==> config.mk <==
export PLATFORM = sky130hd
export DESIGN_NAME = three_phase_power_regulator_unit
export DESIGN_NICKNAME = d
export VERILOG_FILES = /design/src/tppr_pkg.sv /design/src/three_phase_power_regulator_unit.sv
export SDC_FILE = /design/constraint.sdc
export NUM_CORES = 2
export LEC_CHECK = 0
export ABC_AREA = 1
export BUFFER_PORTS_ARGS = -buffer_cell sky130_fd_sc_hd__buf_2
export CORE_ASPECT_RATIO = 2
export CORE_MARGIN = 2
export CORE_UTILIZATION = 35
export CTS_CLUSTER_SIZE = 8
export DETAILED_ROUTE_END_ITERATION = 10
export PLACE_DENSITY = 0.49
export SLEW_MARGIN = 10
export SYNTH_ARGS = -nofsm -noshare
export SYNTH_HDL_FRONTEND = slang
export SYNTH_SLANG_ARGS = --single-unit
==> constraint.sdc <==
create_clock -name clk -period 20.9 [get_ports clk]
set_input_delay 4.18 -clock clk [delete_from_list [all_inputs] [get_ports clk]]
set_output_delay 4.18 -clock clk [all_outputs]
set_load 0.005 [all_outputs]
==> src/tppr_pkg.sv <==
// ----------------------------------------------------------------------------
// tppr_pkg
// Shared constants, widths and register codes of the three-phase power
// regulator.
// ----------------------------------------------------------------------------
package tppr_pkg;

  // Power below this request is treated as a request for no power at all.
  localparam int unsigned MIN_POWER = 50;
  // Number of mains phases handled in rotation.
  localparam int unsigned PHASES = 3;
  // Angle offset below the floor used while the regulator is switched off.
  localparam int unsigned OFF_DELTA = 500;

  localparam int SUM_W   = 40;  // squared sum
  localparam int RATIO_W = 24;  // Q8.16 scale factor
  localparam int VAL_W   = 16;  // RMS values, powers, angles
  localparam int TOTAL_W = 18;  // sum of three phase powers
  localparam int ROOT_W  = 20;  // square root of a 40-bit quotient
  localparam int REM_W   = 21;  // partial remainder of the root
  localparam int SUB_W   = 23;  // shared compare-subtract unit
  localparam int MUL_W   = 24;  // shared multiplier operands
  localparam int CFG_IDX_W  = 4;
  localparam int CFG_DATA_W = 24;

  // Configuration register indexes.
  typedef enum logic [CFG_IDX_W-1:0] {
    REG_SAMPLE_COUNT  = 4'd0,
    REG_CURRENT_RATIO = 4'd1,
    REG_VOLTAGE_RATIO = 4'd2,
    REG_POWER_TARGET  = 4'd3,
    REG_POWER_MAX     = 4'd4,
    REG_LOOP_LAG      = 4'd5,
    REG_ANGLE_FLOOR   = 4'd6,
    REG_ANGLE_CEILING = 4'd7
  } cfg_reg_t;

endpackage

==> src/three_phase_power_regulator_unit.sv <==
// ----------------------------------------------------------------------------
// three_phase_power_regulator_unit
// RMS measurement, phase power and integral firing-angle control for a
// three-phase triac regulator.
// ----------------------------------------------------------------------------
// Each input transaction carries one finished sum of squared ADC samples.
// Windows alternate current then voltage for phase 0, 1 and 2 in turn; the
// result transaction reports the RMS value of the window in Q10.6 and, after
// a voltage window, the phase power, the three-phase total, the new firing
// angle and the running average power. The block works on one window at a
// time: in_stall is high from acceptance until the result has been loaded
// into the output register, which then holds it until the consumer takes it.
// The time a window takes is set almost entirely by the single bit-serial
// compare-subtract unit: 40 steps to divide the sum by the sample count, 20
// steps for the square root, and for voltage windows 18 more steps to divide
// the power error by the loop lag. One shared 24x24 multiplier forms the
// scaled RMS value and the phase power. Configuration transactions are
// always accepted and should be issued only while no window is in flight.
// ----------------------------------------------------------------------------
module three_phase_power_regulator_unit (
  input  logic                              clk,
  input  logic                              rst,
  // Input channel
  input  logic                              in_valid,
  output logic                              in_stall,
  input  logic [tppr_pkg::SUM_W-1:0]        square_sum,
  // Result channel
  output logic                              out_valid,
  input  logic                              out_stall,
  output logic                              was_voltage,
  output logic [1:0]                        phase_index,
  output logic [tppr_pkg::VAL_W-1:0]        rms_value,
  output logic [tppr_pkg::VAL_W-1:0]        phase_power,
  output logic [tppr_pkg::TOTAL_W-1:0]      total_power,
  output logic [tppr_pkg::VAL_W-1:0]        fire_angle,
  output logic [tppr_pkg::VAL_W-1:0]        average_power,
  output logic                              next_is_voltage,
  output logic [1:0]                        next_phase,
  // Configuration write channel
  input  logic                              cfg_valid,
  output logic                              cfg_ready,
  input  logic [tppr_pkg::CFG_IDX_W-1:0]    cfg_index,
  input  logic [tppr_pkg::CFG_DATA_W-1:0]   cfg_data
);

  typedef enum logic [3:0] {
    S_IDLE, S_DIV, S_SQRT, S_MUL_RMS, S_RMS, S_MUL_PWR, S_PWR,
    S_ERR, S_DIV_ERR, S_ANGLE, S_WRAP, S_DONE
  } state_t;

  localparam logic [5:0] SUM_STEPS_LAST  = 6'(tppr_pkg::SUM_W - 1);
  localparam logic [5:0] ROOT_STEPS_LAST = 6'(tppr_pkg::ROOT_W - 1);
  localparam logic [5:0] ERR_STEPS_LAST  = 6'(tppr_pkg::TOTAL_W - 1);
  localparam logic [1:0] LAST_PHASE      = 2'(tppr_pkg::PHASES - 1);
  localparam logic [15:0] MIN_POWER_V    = 16'(tppr_pkg::MIN_POWER);
  localparam logic [15:0] OFF_DELTA_V    = 16'(tppr_pkg::OFF_DELTA);
  localparam logic [15:0] VAL_MAX        = '1;

  // Configuration registers.
  logic [15:0] sample_count;
  logic [23:0] current_ratio;
  logic [23:0] voltage_ratio;
  logic [15:0] power_target;
  logic [15:0] power_max;
  logic [15:0] loop_lag;
  logic [15:0] angle_floor;
  logic [15:0] angle_ceiling;

  // Regulator state.
  state_t      state;
  logic        measure_voltage;
  logic [1:0]  phase_counter;
  logic [15:0] current_rms [3];
  logic [15:0] phase_powers [3];
  logic [15:0] angle_acc;
  logic [15:0] power_average;

  // Working registers of the sequencer.
  logic        was_v;
  logic [1:0]  ph;
  logic [5:0]  step;
  logic [39:0] work;      // dividend, then quotient, then radicand
  logic [20:0] rem;
  logic [19:0] root;
  logic [15:0] divisor;
  logic [47:0] prod;
  logic [15:0] rms;
  logic [15:0] pp;
  logic        err_neg;

  // Shared compare-subtract unit.
  logic [tppr_pkg::SUB_W-1:0] sub_a;
  logic [tppr_pkg::SUB_W-1:0] sub_b;
  logic [tppr_pkg::SUB_W:0]   sub_diff;
  logic                       sub_ge;

  // Shared multiplier.
  logic [tppr_pkg::MUL_W-1:0] mul_a;
  logic [tppr_pkg::MUL_W-1:0] mul_b;

  logic [15:0] rms_sat;
  logic [15:0] pp_sat;
  logic [17:0] total;
  logic [15:0] target;
  logic [18:0] err;
  logic [17:0] err_mag;
  logic [19:0] angle_step;
  logic [19:0] angle_sum;
  logic [15:0] angle_clamped;
  logic [18:0] avg_sum;
  logic [17:0] avg_half;
  logic [15:0] avg_sat;

  assign in_stall  = (state != S_IDLE);
  assign cfg_ready = 1'b1;

  always_comb begin
    sub_a = '0;
    sub_b = '0;
    unique case (state)
      S_DIV, S_DIV_ERR: begin
        sub_a = {6'd0, rem[15:0], work[39]};
        sub_b = {7'd0, divisor};
      end
      S_SQRT: begin
        sub_a = {rem, work[39:38]};
        sub_b = {1'b0, root, 2'b01};
      end
      default: begin
        sub_a = '0;
        sub_b = '0;
      end
    endcase
    sub_diff = {1'b0, sub_a} - {1'b0, sub_b};
    sub_ge   = ~sub_diff[tppr_pkg::SUB_W];
  end

  always_comb begin
    if (state == S_MUL_PWR) begin
      mul_a = {8'd0, current_rms[ph]};
      mul_b = {8'd0, rms};
    end else begin
      mul_a = {4'd0, root};
      mul_b = was_v ? voltage_ratio : current_ratio;
    end
  end

  always_comb begin
    // RMS = (root * ratio) >> 10, saturated; power = (I * U) >> 12, saturated.
    rms_sat = (|prod[47:26]) ? VAL_MAX : prod[25:10];
    pp_sat  = (|prod[47:28]) ? VAL_MAX : prod[27:12];

    total = {2'd0, phase_powers[0]} + {2'd0, phase_powers[1]} + {2'd0, phase_powers[2]};

    if (power_target > power_max) begin
      target = power_max;
    end else if (power_target < MIN_POWER_V) begin
      target = '0;
    end else begin
      target = power_target;
    end

    err     = {3'd0, target} - {1'b0, total};
    err_mag = err[18] ? 18'(-err) : err[17:0];

    // The quotient is a magnitude; apply the sign of the error afterwards so
    // the division truncates toward zero.
    angle_step = err_neg ? -{2'd0, work[17:0]} : {2'd0, work[17:0]};
    angle_sum  = {4'd0, angle_acc} + angle_step;
    if ($signed(angle_sum) < $signed({4'd0, angle_floor})) begin
      angle_clamped = angle_floor;
    end else if ($signed(angle_sum) > $signed({4'd0, angle_ceiling})) begin
      angle_clamped = angle_ceiling;
    end else begin
      angle_clamped = angle_sum[15:0];
    end

    avg_sum  = {3'd0, power_average} + {1'b0, total};
    avg_half = avg_sum[18:1];
    avg_sat  = (|avg_half[17:16]) ? VAL_MAX : avg_half[15:0];
  end

  always_ff @(posedge clk) begin
    if (rst) begin
      state           <= S_IDLE;
      out_valid       <= 1'b0;
      sample_count    <= 16'd1;
      current_ratio   <= 24'd65536;
      voltage_ratio   <= 24'd65536;
      power_target    <= 16'd0;
      power_max       <= 16'd65535;
      loop_lag        <= 16'd1;
      angle_floor     <= 16'd0;
      angle_ceiling   <= 16'd65535;
      measure_voltage <= 1'b0;
      phase_counter   <= 2'd0;
      angle_acc       <= '0;
      power_average   <= '0;
      for (int i = 0; i < 3; i++) begin
        current_rms[i]  <= '0;
        phase_powers[i] <= '0;
      end
    end else begin
      if (cfg_valid && cfg_ready) begin
        unique case (cfg_index)
          tppr_pkg::REG_SAMPLE_COUNT:  sample_count  <= cfg_data[15:0];
          tppr_pkg::REG_CURRENT_RATIO: current_ratio <= cfg_data;
          tppr_pkg::REG_VOLTAGE_RATIO: voltage_ratio <= cfg_data;
          tppr_pkg::REG_POWER_TARGET:  power_target  <= cfg_data[15:0];
          tppr_pkg::REG_POWER_MAX:     power_max     <= cfg_data[15:0];
          tppr_pkg::REG_LOOP_LAG:      loop_lag      <= cfg_data[15:0];
          tppr_pkg::REG_ANGLE_FLOOR:   angle_floor   <= cfg_data[15:0];
          tppr_pkg::REG_ANGLE_CEILING: angle_ceiling <= cfg_data[15:0];
          default: ;
        endcase
      end

      // In S_DONE the output register is handled by the state itself.
      if (out_valid && !out_stall && state != S_DONE) begin
        out_valid <= 1'b0;
      end

      unique case (state)
        S_IDLE: begin
          if (in_valid) begin
            was_v   <= measure_voltage;
            ph      <= phase_counter;
            work    <= square_sum;
            rem     <= '0;
            step    <= '0;
            divisor <= (sample_count == 16'd0) ? 16'd1 : sample_count;
            state   <= S_DIV;
          end
        end
        S_DIV, S_DIV_ERR: begin
          // One restoring division step per cycle.
          work <= {work[38:0], sub_ge};
          if (state == S_DIV && step == SUM_STEPS_LAST) begin
            rem   <= '0;
            root  <= '0;
            step  <= '0;
            state <= S_SQRT;
          end else begin
            rem  <= {5'd0, sub_ge ? sub_diff[15:0] : sub_a[15:0]};
            step <= step + 6'd1;
            if (state == S_DIV_ERR && step == ERR_STEPS_LAST) begin
              state <= S_ANGLE;
            end
          end
        end
        S_SQRT: begin
          // One result bit per cycle, two radicand bits consumed.
          rem  <= sub_ge ? sub_diff[20:0] : sub_a[20:0];
          root <= {root[18:0], sub_ge};
          work <= {work[37:0], 2'b00};
          step <= step + 6'd1;
          if (step == ROOT_STEPS_LAST) begin
            state <= S_MUL_RMS;
          end
        end
        S_MUL_RMS: begin
          prod  <= mul_a * mul_b;
          state <= S_RMS;
        end
        S_RMS: begin
          rms <= rms_sat;
          if (was_v) begin
            state <= S_MUL_PWR;
          end else begin
            current_rms[ph] <= rms_sat;
            measure_voltage <= 1'b1;
            pp              <= '0;
            state           <= S_DONE;
          end
        end
        S_MUL_PWR: begin
          prod  <= mul_a * mul_b;
          state <= S_PWR;
        end
        S_PWR: begin
          pp               <= pp_sat;
          phase_powers[ph] <= pp_sat;
          state            <= S_ERR;
        end
        S_ERR: begin
          if (target == 16'd0) begin
            angle_acc <= (angle_floor >= OFF_DELTA_V) ? angle_floor - OFF_DELTA_V : 16'd0;
            state     <= S_WRAP;
          end else begin
            err_neg <= err[18];
            work    <= {err_mag, 22'd0};
            rem     <= '0;
            step    <= '0;
            divisor <= (loop_lag == 16'd0) ? 16'd1 : loop_lag;
            state   <= S_DIV_ERR;
          end
        end
        S_ANGLE: begin
          angle_acc <= angle_clamped;
          state     <= S_WRAP;
        end
        S_WRAP: begin
          measure_voltage <= 1'b0;
          if (ph == LAST_PHASE) begin
            phase_counter <= 2'd0;
            power_average <= avg_sat;
          end else begin
            phase_counter <= ph + 2'd1;
          end
          state <= S_DONE;
        end
        S_DONE: begin
          if (!out_valid || !out_stall) begin
            out_valid       <= 1'b1;
            was_voltage     <= was_v;
            phase_index     <= ph;
            rms_value       <= rms;
            phase_power     <= pp;
            total_power     <= total;
            fire_angle      <= angle_acc;
            average_power   <= power_average;
            next_is_voltage <= measure_voltage;
            next_phase      <= phase_counter;
            state           <= S_IDLE;
          end
        end
        default: state <= S_IDLE;
      endcase
    end
  end

endmodule

==> reports/metrics.sh <==
WORSTMARGINPINSLEW_PS=1302
DRC=1
INITIAL_CORE_UTIL=0.3517
WORST-ENDPOINT-ARRIVAL_PS=10580
SETUP_VIOLATIONS_FINAL=0
GLOBALROUTETOTALUTIL=0.2749
WORST_PATH_CLASS_SETUP='reg2reg'
POST_CTS.REPAIR.SETUP_BUFFERS=0
DIEAREA_UM2=133100
YOSYS-TOP-CELLS-AREA='edfxtp_1, fa_1, ha_1'
WORST_SLACK_PS=10760
DPL.CELL_COUNT=7149
ACHIEVABLE-FREQUENCY_MHz=98.63
ASYNC_FLOP_SHARE=0
FLOORPLAN.IO_PINS=164
INTERNAL-POWER_mW=2.624
CELLLEAKAGEPOWER_nW=23.80
PER_CELL_ROUTED_WIRE_LENGTH_UM=24.96
GRT_MAX_DEGREE=79
CRIT_FANOUT=43
SYNTH_AREA_UM2=45510
CTS_BUFFERS=80
MAX_CAP_VIOL_COUNT=0
CRITICAL_PATH_LAUNCH_POINT_TYPE='register'
LAYOUTNONFILLERINSTCOUNT=7295
CLOCK_TREE.ROOT_CELL='clkbuf_16'
CTS_RESIZED=0
TRITONCTS='done'
WORSTSETUPENDPOINTTYPE='register'
SYNTH_ENABLE_FLOP_CELLS=376
FAILED_CHECKS='design-rule violations'
SYNTH.AVG_CELL_AREA_UM2=8.449
WIRE_LENGTH_OF_THE_FIRST_GLOBAL_ROUTING_PASS_MM=264.6
CELLPOWERDENSITY_nW_PER_UM2=87.78
POSTSYNTHNETCOUNT=6173
CPMAXSTAGEDELAYCELL='clkinv_1'
RUN_STATUS='finished with violations'
ROUTE.VIAS.TOTAL=38340
CRITPATHMAXSTAGEDELAY_PS=1120
GRT_SETUP_UNREPAIRED='false'
DIE_WIDTH_UM=259.0
PERIOD_MINUS_SLACK_PS=10140
DRT_PASS1_ITERATIONS=9
RELSLEWSLACK=0.1074
CP_COMMON_CELL='fa_1'
P_TOTAL_mW=4.455
NUMBER_OF_GLOBAL_ROUTE_VIAS_BEFORE_REPAIR=40990
SWITCHING_SHARE=0.4111
CTS.SINK_COUNT=562
HOLD_CLASS='reg2reg'
YOSYS_WARNINGS=0
GRT-OVFL-TOTAL=0
COMBINATIONAL_SHARE_OF_POWER=0.397
IO_BUFFER_COUNT=162
HOLD_BUFS_AT_CTS=0
FIRST_ITER_VIOLATIONS=2779
CLOCK_TREE.HTREE_LEVEL_COUNT=3
DRT-TOTAL-WL_MM=182.1
FINCLKSKEW_PS=48.85
TOTAL_SWITCHING_POWER_mW=1.832
POSTSYNTHREGISTERBITS=562
MAX-VDD-IR-DROP_mV=0.07801
SYNTHDOMINANTAREACELLTYPE='edfxtp_1'
YOSYSSEQAREASHARE=0.3299
POWER_FRAC_CLOCK=0.291
PWR-SHARE-SEQ=0.312
NUM-NETS-FINAL=6317
WORST_SKEW_PAIR_LATENCY_PS=710
SYNTH_FLOP_CELL='edfxtp_1'
POST_ROUTE_CLOCK_PERIOD_UTILIZATION=0.4851
DIE_HEIGHT_UM=513.9
SYN2LAYOUT_AREA_GROWTH_PCT=11.53
ROUTED_VIA_DENSITY=5.256
ANTENNA_FOUND_INITIAL=15
SYNTH_CELLS=5386
HOLD_VIOL=0
SYNTH.LIB_CELLS_USED.DISTINCT=64
POST_ROUTE_CELLS_DRIVE_ABOVE_1_SHARE=0.07333
FLOORPLAN.ROWS=187
SYNTH_LARGEST_TYPE_AREA_FRACTION=0.2481
SETUP_TNS_PS=0
ROUTE.ANTENNA.REMAINING_NETS=0
CRITICAL_PATH_REQUIRED_PS=21340
DPL.HPWL_MM=144.4
CTSLONGESTPATHBUFFERS=3
MAXSLEWVIOLCOUNT=0
GP_ROUTABILITY_CONGESTION=1.026
PLACE_WORST_SETUP_SLACK_PS=11140
CORE_REGION_AREA_UM2=129400
PATH_CLK_SLEW_PS=60
power by group through the flow:
stage          combinational (mW)  sequential, mW  clock, mW
3_3_place_gp                 1.76            1.41          0
5_1_grt                      1.97            1.40       1.36
2_1_floorplan                1.20            1.39          0
3_5_place_dp                 1.76            1.41          0
4_1_cts                      1.77            1.39       1.32
6_report                     1.77            1.39       1.30
worst max-delay path, delay by kind of cell, from the launching register on:
kind | cells | cell delay, ps
AOI/OAI and AO/OA | 7 | 2640
xor gates and xnor gates | 1 | 160
adders and majority gates | 8 | 3840
buffers and inverters | 9 | 2300
DFF | 1 | 410
and+or+nand+nor | 3 | 470
layout make-up:
| class | instances | area, um2 |
|---|---|---|
| diodes | 3 | 7.507 |
| clock buffers | 135 | 2208 |
| clock inverters | 8 | 219.0 |
| fillers | 13300 | 78630 |
| inverters | 915 | 3437 |
| multi-input cells | 3745 | 26450 |
| flip-flops and latches | 562 | 15010 |
| well taps | 1701 | 2128 |
| repair buffers | 226 | 1291 |
through the flow:
| step | cell area, um2 | hold WS [ps] | util |
|---|---|---|---|
| after floorplan | 45510 | 400.3 | - |
| after global placement | 48310 | 408.0 | 0.3734 |
| after detailed placement | 48320 | 404.5 | 0.3735 |
| after CTS | 50750 | 416.0 | 0.3922 |
| after global routing | 50750 | 428.1 | 0.3922 |
| final | 50750 | 414.1 | 0.3923 |
per-layer routing:
metal / vias up / GRT usage / wire length [um]
met4: 6 / 0.2571 / 20510
li1: 17610 / - / -
met3: 639 / 0.04242 / 8818
met1: 18770 / 0.2479 / 56420
met5: - / 0 / 36
met2: 1324 / 0.5149 / 96310
synthesized netlist by cell type (20+ instances only):
library cell and instances:
nor3_1 32, nand2_1 868, xor2_1 96, o221ai_1 28, fa_1 414, ha_1 300, clkbuf_1 135, xnor2_1 20
edfxtp_1 376, nand4_1 49, nand3_1 197, o21ai_0 331, o22ai_1 21, inv_1 882, nor2_1 823, a21oi_1 320
dfxtp_1 186, o21ai_1 22
flip-flops by register name, indices dropped and copies added, names as in the netlist, 18 cells and up, named ones only:
register       flops
current_ratio     24
current_rms       64
phase_powers      48
prod              37
rem               21
root              20
total_power       18
voltage_ratio     24
work              40
placed cells by master (no fill, tap or decap), types with 7 or more instances in the layout:
cell       netlist  layout
a21o_1          15      15
a21oi_1        320     317
a21oi_2          6       7
a22oi_1         15      15
a31oi_1         19      19
buf_2           13     162
buf_4            3      64
clkbuf_1       135      55
clkbuf_16        0      80
clkinv_1        16      17
dfxtp_1        186     186
edfxtp_1       376     376
fa_1           414     414
ha_1           300     300
inv_1          882     879
inv_2           17      18
mux2i_1         16      16
nand2_1        868     868
nand2_2         10      10
nand3_1        197     197
nand4_1         49      49
nor2_1         823     819
nor2_2           7       8
nor2_4           5       8
nor3_1          32      32
nor4_1          19      18
o211ai_1        12      12
o21a_1          15      15
o21ai_0        331     330
o21ai_1         22      21
o21bai_1        10      10
o221ai_1        28      28
o22ai_1         21      21
or2_2           11      11
xnor2_1         20      20
xor2_1          96      96
cell families after synthesis:
family / share of synthesized area
AO/OA/AOI/OAI: 0.1038
AND/OR/NAND/NOR: 0.1853
buffers and inverters: 0.09043
flip-flops: 0.3299
XOR/XNOR: 0.02233
other: 0.00008241
adder cells (fa/ha/maj): 0.2646
multiplexers: 0.003519
worst paths after layout:
path,start,endpoint,slack (ps),cells past startpoint
worst max register to register,state[1]$_SDFFE_PP0P_,prod[32]$_DFFE_PP_,10760,28
worst min-delay path,pp[7]$_SDFFCE_PP0P_,phase_power[7]$_DFFE_PP_,410,0
worst max-delay path,state[1]$_SDFFE_PP0P_,prod[32]$_DFFE_PP_,10760,28
worst min register to register,pp[7]$_SDFFCE_PP0P_,phase_power[7]$_DFFE_PP_,410,0
Note: power is estimated with default switching activity, not from simulation.
